--- config.mk ---
export PLATFORM = sky130hd
export DESIGN_NAME = midi_track_event_parser_unit
export DESIGN_NICKNAME = d
export VERILOG_FILES = /design/src/rtl/core/mtep_pkg.sv /design/src/rtl/core/mtep_parser.sv /design/src/rtl/core/mtep_out_buf.sv /design/src/rtl/core/midi_track_event_parser_unit.sv
export VERILOG_INCLUDE_DIRS = /design/src /design/src/rtl/core
export SDC_FILE = /design/constraint.sdc
export NUM_CORES = 1
export LEC_CHECK = 0
export ABC_CLOCK_PERIOD_IN_PS = 23500
export BUFFER_PORTS_ARGS = -buffer_cell sky130_fd_sc_hd__buf_2
export CORE_ASPECT_RATIO = 1.2
export CORE_MARGIN = 2
export CORE_UTILIZATION = 58
export CTS_BUF_LIST = sky130_fd_sc_hd__clkbuf_4
export DETAILED_ROUTE_END_ITERATION = 10
export GPL_TIMING_DRIVEN = 1
export PLACE_DENSITY = 0.75
export SLEW_MARGIN = 20
export SYNTH_ARGS = -nofsm -noshare
export SYNTH_HDL_FRONTEND = slang
export SYNTH_SLANG_ARGS = --single-unit
--- constraint.sdc ---
create_clock -name clock -period 23.5 [get_ports clock]
set_input_delay 4.7 -clock clock [delete_from_list [all_inputs] [get_ports clock]]
set_output_delay 4.7 -clock clock [all_outputs]
set_load 0.02 [all_outputs]
--- src/rtl/core/midi_track_event_parser_unit_macros.svh ---
// Assertion macros used by the top level of the track event parser.
`ifndef MIDI_TRACK_EVENT_PARSER_UNIT_MACROS_SVH
`define MIDI_TRACK_EVENT_PARSER_UNIT_MACROS_SVH

`ifndef SYNTHESIS

// The consequent must hold in the same cycle as the antecedent.
`define MTEP_ASSERT_SAME(label, clk, rst, pre, post) \
   label: assert property (@(posedge clk) disable iff (rst) (pre) |-> (post)) \
      else $error("mtep assertion failed");

// The consequent must hold in the cycle after the antecedent.
`define MTEP_ASSERT_NEXT(label, clk, rst, pre, post) \
   label: assert property (@(posedge clk) disable iff (rst) (pre) |=> (post)) \
      else $error("mtep assertion failed");

`else

`define MTEP_ASSERT_SAME(label, clk, rst, pre, post)
`define MTEP_ASSERT_NEXT(label, clk, rst, pre, post)

`endif

`endif

--- src/rtl/core/mtep_pkg.sv ---
// Types and constants of the MIDI track event parser.
`default_nettype none

package mtep_pkg;

   typedef enum logic [1:0] {
      KIND_NOTE      = 2'd0,
      KIND_META_HEAD = 2'd1,
      KIND_META_DATA = 2'd2,
      KIND_ERROR     = 2'd3
   } kind_type;

   localparam int DELTA_WIDTH = 28;

   localparam logic [7:0] STATUS_META  = 8'hFF;
   localparam logic [7:0] STATUS_SYSEX = 8'hF0;
   localparam logic [7:0] SYSEX_END    = 8'hF7;
   localparam logic [7:0] META_EOT     = 8'h2F;
   localparam logic [3:0] HI_PROGRAM   = 4'hC;
   localparam logic [3:0] HI_PRESSURE  = 4'hD;
   // Top three bits shared by note-off and note-on status bytes (0x80..0x9F).
   localparam logic [2:0] NOTE_PREFIX  = 3'b100;

   typedef struct packed {
      logic [7:0] data_byte;
      logic       chunk_start;
      logic       chunk_end;
      logic [3:0] track_index;
   } req_type;

   typedef struct packed {
      kind_type               kind;
      logic [DELTA_WIDTH-1:0] delta_time;
      logic [7:0]             status_or_type;
      logic [3:0]             track_tag;
      logic [7:0]             first_data;
      logic [6:0]             second_data;
      logic [7:0]             meta_length;
      logic                   run_last;
      logic                   end_of_track;
   } rsp_type;

endpackage

`default_nettype wire

--- src/rtl/core/mtep_parser.sv ---
// Byte-wise track parser: event state, delta decoding and result forming.
`default_nettype none

module mtep_parser (
   input  wire logic            clock,
   input  wire logic            reset,
   input  wire logic            take,
   input  wire mtep_pkg::req_type req,
   output logic                 res_valid,
   output mtep_pkg::rsp_type    res
);

   typedef enum logic [3:0] {
      PH_DELTA,
      PH_VLQ,
      PH_STATUS,
      PH_DATA1,
      PH_DATA2,
      PH_MTYPE,
      PH_MLEN,
      PH_MDATA,
      PH_SYSEX
   } phase_type;

   phase_type                        phase_ff, phase_in, cur_phase;
   logic [mtep_pkg::DELTA_WIDTH-1:0] delta_ff, delta_in, cur_delta;
   logic [7:0]                       status_ff, status_in, cur_status;
   logic [7:0]                       mtype_ff, mtype_in, cur_mtype;
   logic [7:0]                       left_ff, left_in, cur_left;
   logic [7:0]                       fdata_ff, fdata_in, cur_fdata;
   logic                             done_ff, done_in, cur_done;
   logic [7:0]                       b;

   assign b = req.data_byte;

   always_comb begin
      // A chunk start clears the parser before this word is taken.
      cur_phase  = req.chunk_start ? PH_DELTA : phase_ff;
      cur_delta  = req.chunk_start ? '0 : delta_ff;
      cur_status = req.chunk_start ? 8'd0 : status_ff;
      cur_mtype  = req.chunk_start ? 8'd0 : mtype_ff;
      cur_left   = req.chunk_start ? 8'd0 : left_ff;
      cur_fdata  = req.chunk_start ? 8'd0 : fdata_ff;
      cur_done   = req.chunk_start ? 1'b0 : done_ff;

      phase_in  = cur_phase;
      delta_in  = cur_delta;
      status_in = cur_status;
      mtype_in  = cur_mtype;
      left_in   = cur_left;
      fdata_in  = cur_fdata;
      done_in   = cur_done;
      res       = '0;
      res_valid = 1'b0;

      if (!cur_done) begin
         unique case (cur_phase)
            PH_DELTA, PH_VLQ: begin
               delta_in = {cur_delta[mtep_pkg::DELTA_WIDTH-8:0], b[6:0]};
               phase_in = b[7] ? PH_VLQ : PH_STATUS;
            end
            PH_STATUS: begin
               if (b == mtep_pkg::STATUS_META) begin
                  status_in = 8'd0;
                  phase_in  = PH_MTYPE;
               end else if (b == mtep_pkg::STATUS_SYSEX) begin
                  status_in = 8'd0;
                  phase_in  = PH_SYSEX;
               end else if (b[7]) begin
                  status_in = b;
                  phase_in  = PH_DATA1;
               end else if (!cur_status[7]) begin
                  // Data word with no running status: report and drop the rest.
                  res.kind           = mtep_pkg::KIND_ERROR;
                  res.delta_time     = cur_delta;
                  res.status_or_type = b;
                  res_valid          = 1'b1;
                  done_in            = 1'b1;
               end else begin
                  fdata_in = b;
                  if (cur_status[7:4] == mtep_pkg::HI_PROGRAM ||
                      cur_status[7:4] == mtep_pkg::HI_PRESSURE) begin
                     phase_in = PH_DELTA;
                     delta_in = '0;
                  end else begin
                     phase_in = PH_DATA2;
                  end
               end
            end
            PH_DATA1: begin
               fdata_in = b;
               if (cur_status[7:4] == mtep_pkg::HI_PROGRAM ||
                   cur_status[7:4] == mtep_pkg::HI_PRESSURE) begin
                  phase_in = PH_DELTA;
                  delta_in = '0;
               end else begin
                  phase_in = PH_DATA2;
               end
            end
            PH_DATA2: begin
               if (cur_status[7:5] == mtep_pkg::NOTE_PREFIX) begin
                  res.kind           = mtep_pkg::KIND_NOTE;
                  res.delta_time     = cur_delta;
                  res.status_or_type = cur_status;
                  res.first_data     = cur_fdata;
                  res.second_data    = b[6:0];
                  res_valid          = 1'b1;
               end
               phase_in = PH_DELTA;
               delta_in = '0;
            end
            PH_MTYPE: begin
               mtype_in = b;
               phase_in = PH_MLEN;
            end
            PH_MLEN: begin
               left_in            = b;
               fdata_in           = b;
               res.kind           = mtep_pkg::KIND_META_HEAD;
               res.delta_time     = cur_delta;
               res.status_or_type = cur_mtype;
               res.meta_length    = b;
               res_valid          = 1'b1;
               if (b == 8'd0) begin
                  res.run_last     = 1'b1;
                  res.end_of_track = (cur_mtype == mtep_pkg::META_EOT);
                  done_in          = (cur_mtype == mtep_pkg::META_EOT);
                  phase_in         = PH_DELTA;
                  delta_in         = '0;
               end else begin
                  phase_in = PH_MDATA;
               end
            end
            PH_MDATA: begin
               res.kind           = mtep_pkg::KIND_META_DATA;
               res.delta_time     = cur_delta;
               res.status_or_type = cur_mtype;
               res.first_data     = b;
               res.meta_length    = cur_fdata;
               res_valid          = 1'b1;
               left_in            = cur_left - 8'd1;
               if (left_in == 8'd0) begin
                  res.run_last     = 1'b1;
                  res.end_of_track = (cur_mtype == mtep_pkg::META_EOT);
                  done_in          = (cur_mtype == mtep_pkg::META_EOT);
                  phase_in         = PH_DELTA;
                  delta_in         = '0;
               end
            end
            PH_SYSEX: begin
               if (b == mtep_pkg::SYSEX_END) begin
                  phase_in = PH_DELTA;
                  delta_in = '0;
               end
            end
            default: begin
               phase_in = PH_DELTA;
               delta_in = '0;
            end
         endcase
      end

      if (req.chunk_end) begin
         // An event still open at the chunk end replaces any result of this word.
         if (!done_in && phase_in != PH_DELTA) begin
            res                = '0;
            res.kind           = mtep_pkg::KIND_ERROR;
            res.delta_time     = delta_in;
            res.status_or_type = b;
            res_valid          = 1'b1;
         end
         phase_in  = PH_DELTA;
         delta_in  = '0;
         status_in = 8'd0;
         mtype_in  = 8'd0;
         left_in   = 8'd0;
         fdata_in  = 8'd0;
         done_in   = 1'b0;
      end

      res.track_tag = req.track_index;
   end

   always_ff @(posedge clock) begin
      if (reset) begin
         phase_ff  <= PH_DELTA;
         delta_ff  <= '0;
         status_ff <= 8'd0;
         mtype_ff  <= 8'd0;
         left_ff   <= 8'd0;
         fdata_ff  <= 8'd0;
         done_ff   <= 1'b0;
      end else if (take) begin
         phase_ff  <= phase_in;
         delta_ff  <= delta_in;
         status_ff <= status_in;
         mtype_ff  <= mtype_in;
         left_ff   <= left_in;
         fdata_ff  <= fdata_in;
         done_ff   <= done_in;
      end
   end

endmodule

`default_nettype wire

--- src/rtl/core/mtep_out_buf.sv ---
// Result register with a skid stage so that a stall does not stop input for one word.
`default_nettype none

module mtep_out_buf (
   input  wire logic             clock,
   input  wire logic             reset,
   input  wire logic             push,
   input  wire mtep_pkg::rsp_type push_data,
   output logic                  full,
   output logic                  rsp_valid,
   input  wire logic             rsp_stall,
   output mtep_pkg::rsp_type     rsp_data
);

   mtep_pkg::rsp_type main_ff, main_in, skid_ff, skid_in;
   logic              main_valid_ff, main_valid_in, skid_valid_ff, skid_valid_in;
   logic              pop;

   assign pop       = main_valid_ff && !rsp_stall;
   assign full      = skid_valid_ff;
   assign rsp_valid = main_valid_ff;
   assign rsp_data  = main_ff;

   always_comb begin
      main_in       = main_ff;
      main_valid_in = main_valid_ff;
      skid_in       = skid_ff;
      skid_valid_in = skid_valid_ff;
      if (skid_valid_ff) begin
         // No push can arrive while the skid stage is full.
         if (pop) begin
            main_in       = skid_ff;
            skid_valid_in = 1'b0;
         end
      end else if (!main_valid_ff || pop) begin
         main_in       = push_data;
         main_valid_in = push;
      end else if (push) begin
         skid_in       = push_data;
         skid_valid_in = 1'b1;
      end
   end

   always_ff @(posedge clock) begin
      if (reset) begin
         main_valid_ff <= 1'b0;
         skid_valid_ff <= 1'b0;
      end else begin
         main_valid_ff <= main_valid_in;
         skid_valid_ff <= skid_valid_in;
      end
      main_ff <= main_in;
      skid_ff <= skid_in;
   end

endmodule

`default_nettype wire

--- src/rtl/core/midi_track_event_parser_unit.sv ---
// Top level of the MIDI track event parser.
// Usage:
//   The req channel carries one byte of a track chunk body per word, with flags for
//   the first and last byte of the chunk and the track number. The rsp channel carries
//   decoded note events, meta headers, meta data bytes and format errors.
//   A byte yields zero or one result word.
//   Throughput is one byte per cycle while req_stall is low; the event state machine
//   updates once per byte. Each result is registered in an output stage.
//   When rsp stalls, one more result is caught in a skid stage; req_stall rises only
//   while that stage is occupied, and drops in the cycle after rsp takes a word.
//   Reset (synchronous) empties both output stages and returns the parser to the start
//   of an event with no running status. A chunk start byte clears the parser too.
`default_nettype none
`include "midi_track_event_parser_unit_macros.svh"

module midi_track_event_parser_unit (
   input  wire logic             clock,
   input  wire logic             reset,
   input  wire logic             req_valid,
   output logic                  req_stall,
   input  wire mtep_pkg::req_type req_data,
   output logic                  rsp_valid,
   input  wire logic             rsp_stall,
   output mtep_pkg::rsp_type     rsp_data
);

   logic              take;
   logic              res_valid;
   logic              push;
   mtep_pkg::rsp_type res;

   assign take = req_valid && !req_stall;
   assign push = take && res_valid;

   mtep_parser u_parser (
      .clock     (clock),
      .reset     (reset),
      .take      (take),
      .req       (req_data),
      .res_valid (res_valid),
      .res       (res)
   );

   mtep_out_buf u_out_buf (
      .clock     (clock),
      .reset     (reset),
      .push      (push),
      .push_data (res),
      .full      (req_stall),
      .rsp_valid (rsp_valid),
      .rsp_stall (rsp_stall),
      .rsp_data  (rsp_data)
   );

   `MTEP_ASSERT_SAME(a_skid_needs_main, clock, reset, req_stall, rsp_valid)
   `MTEP_ASSERT_NEXT(a_push_on_stall_fills_skid, clock, reset,
      rsp_valid && rsp_stall && push && !req_stall, req_stall)
   `MTEP_ASSERT_SAME(a_eot_is_last, clock, reset,
      rsp_valid && rsp_data.end_of_track, rsp_data.run_last)

endmodule

`default_nettype wire
==> results.yml <==
floorplanning:
  initial_core_util_pct: 58.8
  num_rows: 51
  core_area_um2: 16100
  die_w_um: 121
  ios: 87
  dieArea_um2: 17300
  die_h_um: 144
synth:
  synthCells: 850
  ys_seq_area_share_pct: 56.8
  ys.warnings.count: 0
  synth_ff_type: "edfxtp_1"
  ys_seq_elements: 201
  async_flop_share_pct: 0
  syn-num-nets: 870
  synth_edf_count: 134
  synth_cell_types: 72
  synth_area_per_cell_um2: 11.1
  syn_area_um2: 9450
power:
  fin_total_pwr_w: 0.000742
  p_sw_share_pct: 24.3
  p_clk_share_pct: 40.7
  vdd_drop_max_v: 0.0000540
  p_int_w: 0.000561
  power.switching_w: 0.000180
  powerDensity_nw_per_um2: 69.6
  power_frac_seq_pct: 52.2
  combPwrFrac_pct: 7.1
  leakagePower_nw: 4.22
final_layout:
  drive_above_1_share_pct: 22.4
  num-nets-final: 955
  fillers: 1318
  area.growth.synth_to_final_pct: 12.7
  multi_input_area_um2: 3800
  final_util_pct: 66.3
  final_cell_count_no_fill: 1190
  register_area_um2: 5370
sta:
  layout_setup_ws_ns: 15.37
  period_minus_slack_ns: 8.13
  setup-tns-final_ns: 0
  finalCritPeriodShare_pct: 34.6
  fin_skew_ns: 0.0267
  max_freq_mhz: 123
  finalSetupViolCount: 0
  hold_viol_final: 0
  rsz0062_at_grt: "false"
  worst_slew_pin_slew_ns: 0.925
  maxSlewHeadroom_pct: 38.0
  final_max_slew_viol_count: 0
worst_setup_path:
  crit_path_start_kind: "input pin"
  worstPathMaxFanout: 25
  required_ns: 23.86
  crit_type: "in -> reg"
  arrival_ns: 8.49
  cp-end-kind: "register"
clocking:
  clk_pin_slew_ns: 0.07
  insertion_delay_ns: 0.65
  cts_tree: "yes"
  htreeDepth: 2
  postCtsHoldBufs: 0
  ctsResizeCount: 0
  cts_buffer_depth: 3
  cts-buffers-inserted: 50
  postCtsSetupBuffers: 0
  root_buffer: "clkbuf_4"
  cts.sinks: 201
placement:
  dpl_worst_slack_ns: 14.78
  hpwl_mm: 16.5
  globalplace.congestion: 0.917
  dp_cells: 1095
  io_buffers: 86
global_route:
  grt_max_degree: 78
  overflow: 0
  track_usage_pct: 28.8
  grt_pass1_wl_mm: 38.8
  grt_pass1_vias: 7414
  grt_antenna_before_repair: 1
routing:
  num_vias: 7571
  wl_per_cell_um: 21.3
  first_pass_iters: 5
  first_iter_violations: 712
  drt-total-wl_mm: 25.3
  drc: 0
  avgViaCountPerCell: 6.36
  ant_nets: 0
outcome:
  status: "complete, no violations"
min_path:
  hold_class: "reg -> reg"
run:
  drv_cap: 0
-- path summary, 6_finish.rpt --
check                                            from                     end  slack (ns)  depth (start not counted)
worst max-delay path                      req_data[5]  u_out_buf.rsp_data[59]       15.37                         12
worst min-delay path            u_parser.delta_ff[27]   u_parser.delta_ff[27]        0.49                          2
worst min register to register  u_parser.delta_ff[27]   u_parser.delta_ff[27]        0.49                          2
worst max register to register   u_parser.phase_ff[2]  u_out_buf.rsp_data[59]       19.53                          8
-- routing by layer --
| layer | part of all wire, % | global-route usage, % | vias up |
|---|---|---|---|
| met3 | 5.5 | 4.88 | 61 |
| met2 | 51 | 49.9 | 298 |
| li1 | - | - | 3473 |
| met5 | 0 | 0 | - |
| met4 | 3.7 | 13.5 | 0 |
| met1 | 40 | 34.9 | 3739 |
-- through the flow --
step | hold slack (ns) | instance area [um^2]
after global placement | 0.469 | 9980
after floorplan | 0.440 | 9450
after CTS | 0.483 | 10700
after detailed placement | 0.471 | 9980
after global routing | 0.501 | 10700
final | 0.488 | 10700
-- power by group through the flow --
| stage | clock [W] | sequential, W | combinational [W] |
|---|---|---|---|
| 2_1_floorplan | 0 | 0.000403 | 0.0000246 |
| 3_3_place_gp | 0 | 0.000395 | 0.0000512 |
| 3_5_place_dp | 0 | 0.000395 | 0.0000518 |
| 4_1_cts | 0.000307 | 0.000387 | 0.0000519 |
| 5_1_grt | 0.000325 | 0.000388 | 0.0000553 |
| 6_report | 0.000302 | 0.000387 | 0.0000525 |
-- synthesized netlist by cell type (all sizes together), types with 7 or more instances --
cell	count	area share, %
a22oi	40	3.2
a21oi	33	1.9
clkbuf	43	1.7
nor2	88	3.5
nor3	19	1.0
nor4	7	0.66
and2	11	0.73
nand2	68	2.7
and3	10	0.66
nor2b	34	2.3
a31oi	7	0.46
dfxtp	67	14
edfxtp	134	43
mux2	15	1.8
o31ai	17	1.5
a221o	7	0.74
o21ai	26	1.4
nand3	7	0.42
a22o	83	7.7
nand4	7	0.62
a211oi	9	0.71
a21o	20	1.6
buf	22	1.4
-- sequential cells by signal, indices dropped and copies added (netlist names) --
signal               flops
u_out_buf.full           1
u_out_buf.rsp_data      67
u_out_buf.rsp_valid      1
u_out_buf.skid_ff       67
u_parser.delta_ff       28
u_parser.done_ff         1
u_parser.fdata_ff        8
u_parser.left_ff         8
u_parser.mtype_ff        8
u_parser.phase_ff        4
u_parser.status_ff       8
-- cell families (layout without fill, tap and decap cells) --
kind of cell             after synthesis  count (layout)  share of synthesized area [%]
buffers and inverters                 71             198                           3.32
AND/OR/NAND/NOR                      278             278                           14.9
multiplexers                          18              18                           2.14
adder cells (fa/ha/maj)                3               3                          0.371
AO/OA/AOI/OAI                        274             274                           22.0
XOR/XNOR                               5               5                          0.463
flip-flops                           201             201                           56.8
other                                  0               1                              0
-- cell type report --
class                      count  share of cell area (%)
antenna                        1                  0.0235
tap                          212                    2.49
clock inverter                16                   0.869
sequential                   201                    50.4
clock buffer                  78                    5.49
timing repair buffer          98                    4.88
inverter                       6                   0.211
multi-input combinational    578                    35.6
-- worst max-delay path, cell delays in order --
cell and delay [ns]:
buf_2 0.43, inv_1 0.33, nand2_1 0.21, ha_1 0.33
nor4bb_1 0.24, nand3_1 0.14, a32oi_1 0.28, and3_1 0.19
o21ai_1 0.12, o21ai_2 0.56, mux2i_1 0.74, o21ai_0 0.23
-- cells in the final DEF, fill, tap and decap left out, types with 4 or more instances in the layout --
cell        n
and2_1     11
buf_4      12
dfxtp_1    66
nand2_1    67
xnor2_1     5
nor2_1     88
inv_1       6
a22o_1     83
a21oi_1    30
edfxtp_1  134
a211oi_1    9
o21ai_0    22
o211ai_1    4
nand4_1     6
clkbuf_4   78
clkinv_1   12
nand3_1     6
a22oi_1    40
mux2_2     14
o31ai_1    15
and4_1      6
a211o_1     5
a21o_1     20
a221o_1     7
nand2b_1    5
and3_1     10
a31oi_1     7
nor3_1     17
buf_2      86
nor2b_1    34
(Power assumes the default switching activity.)
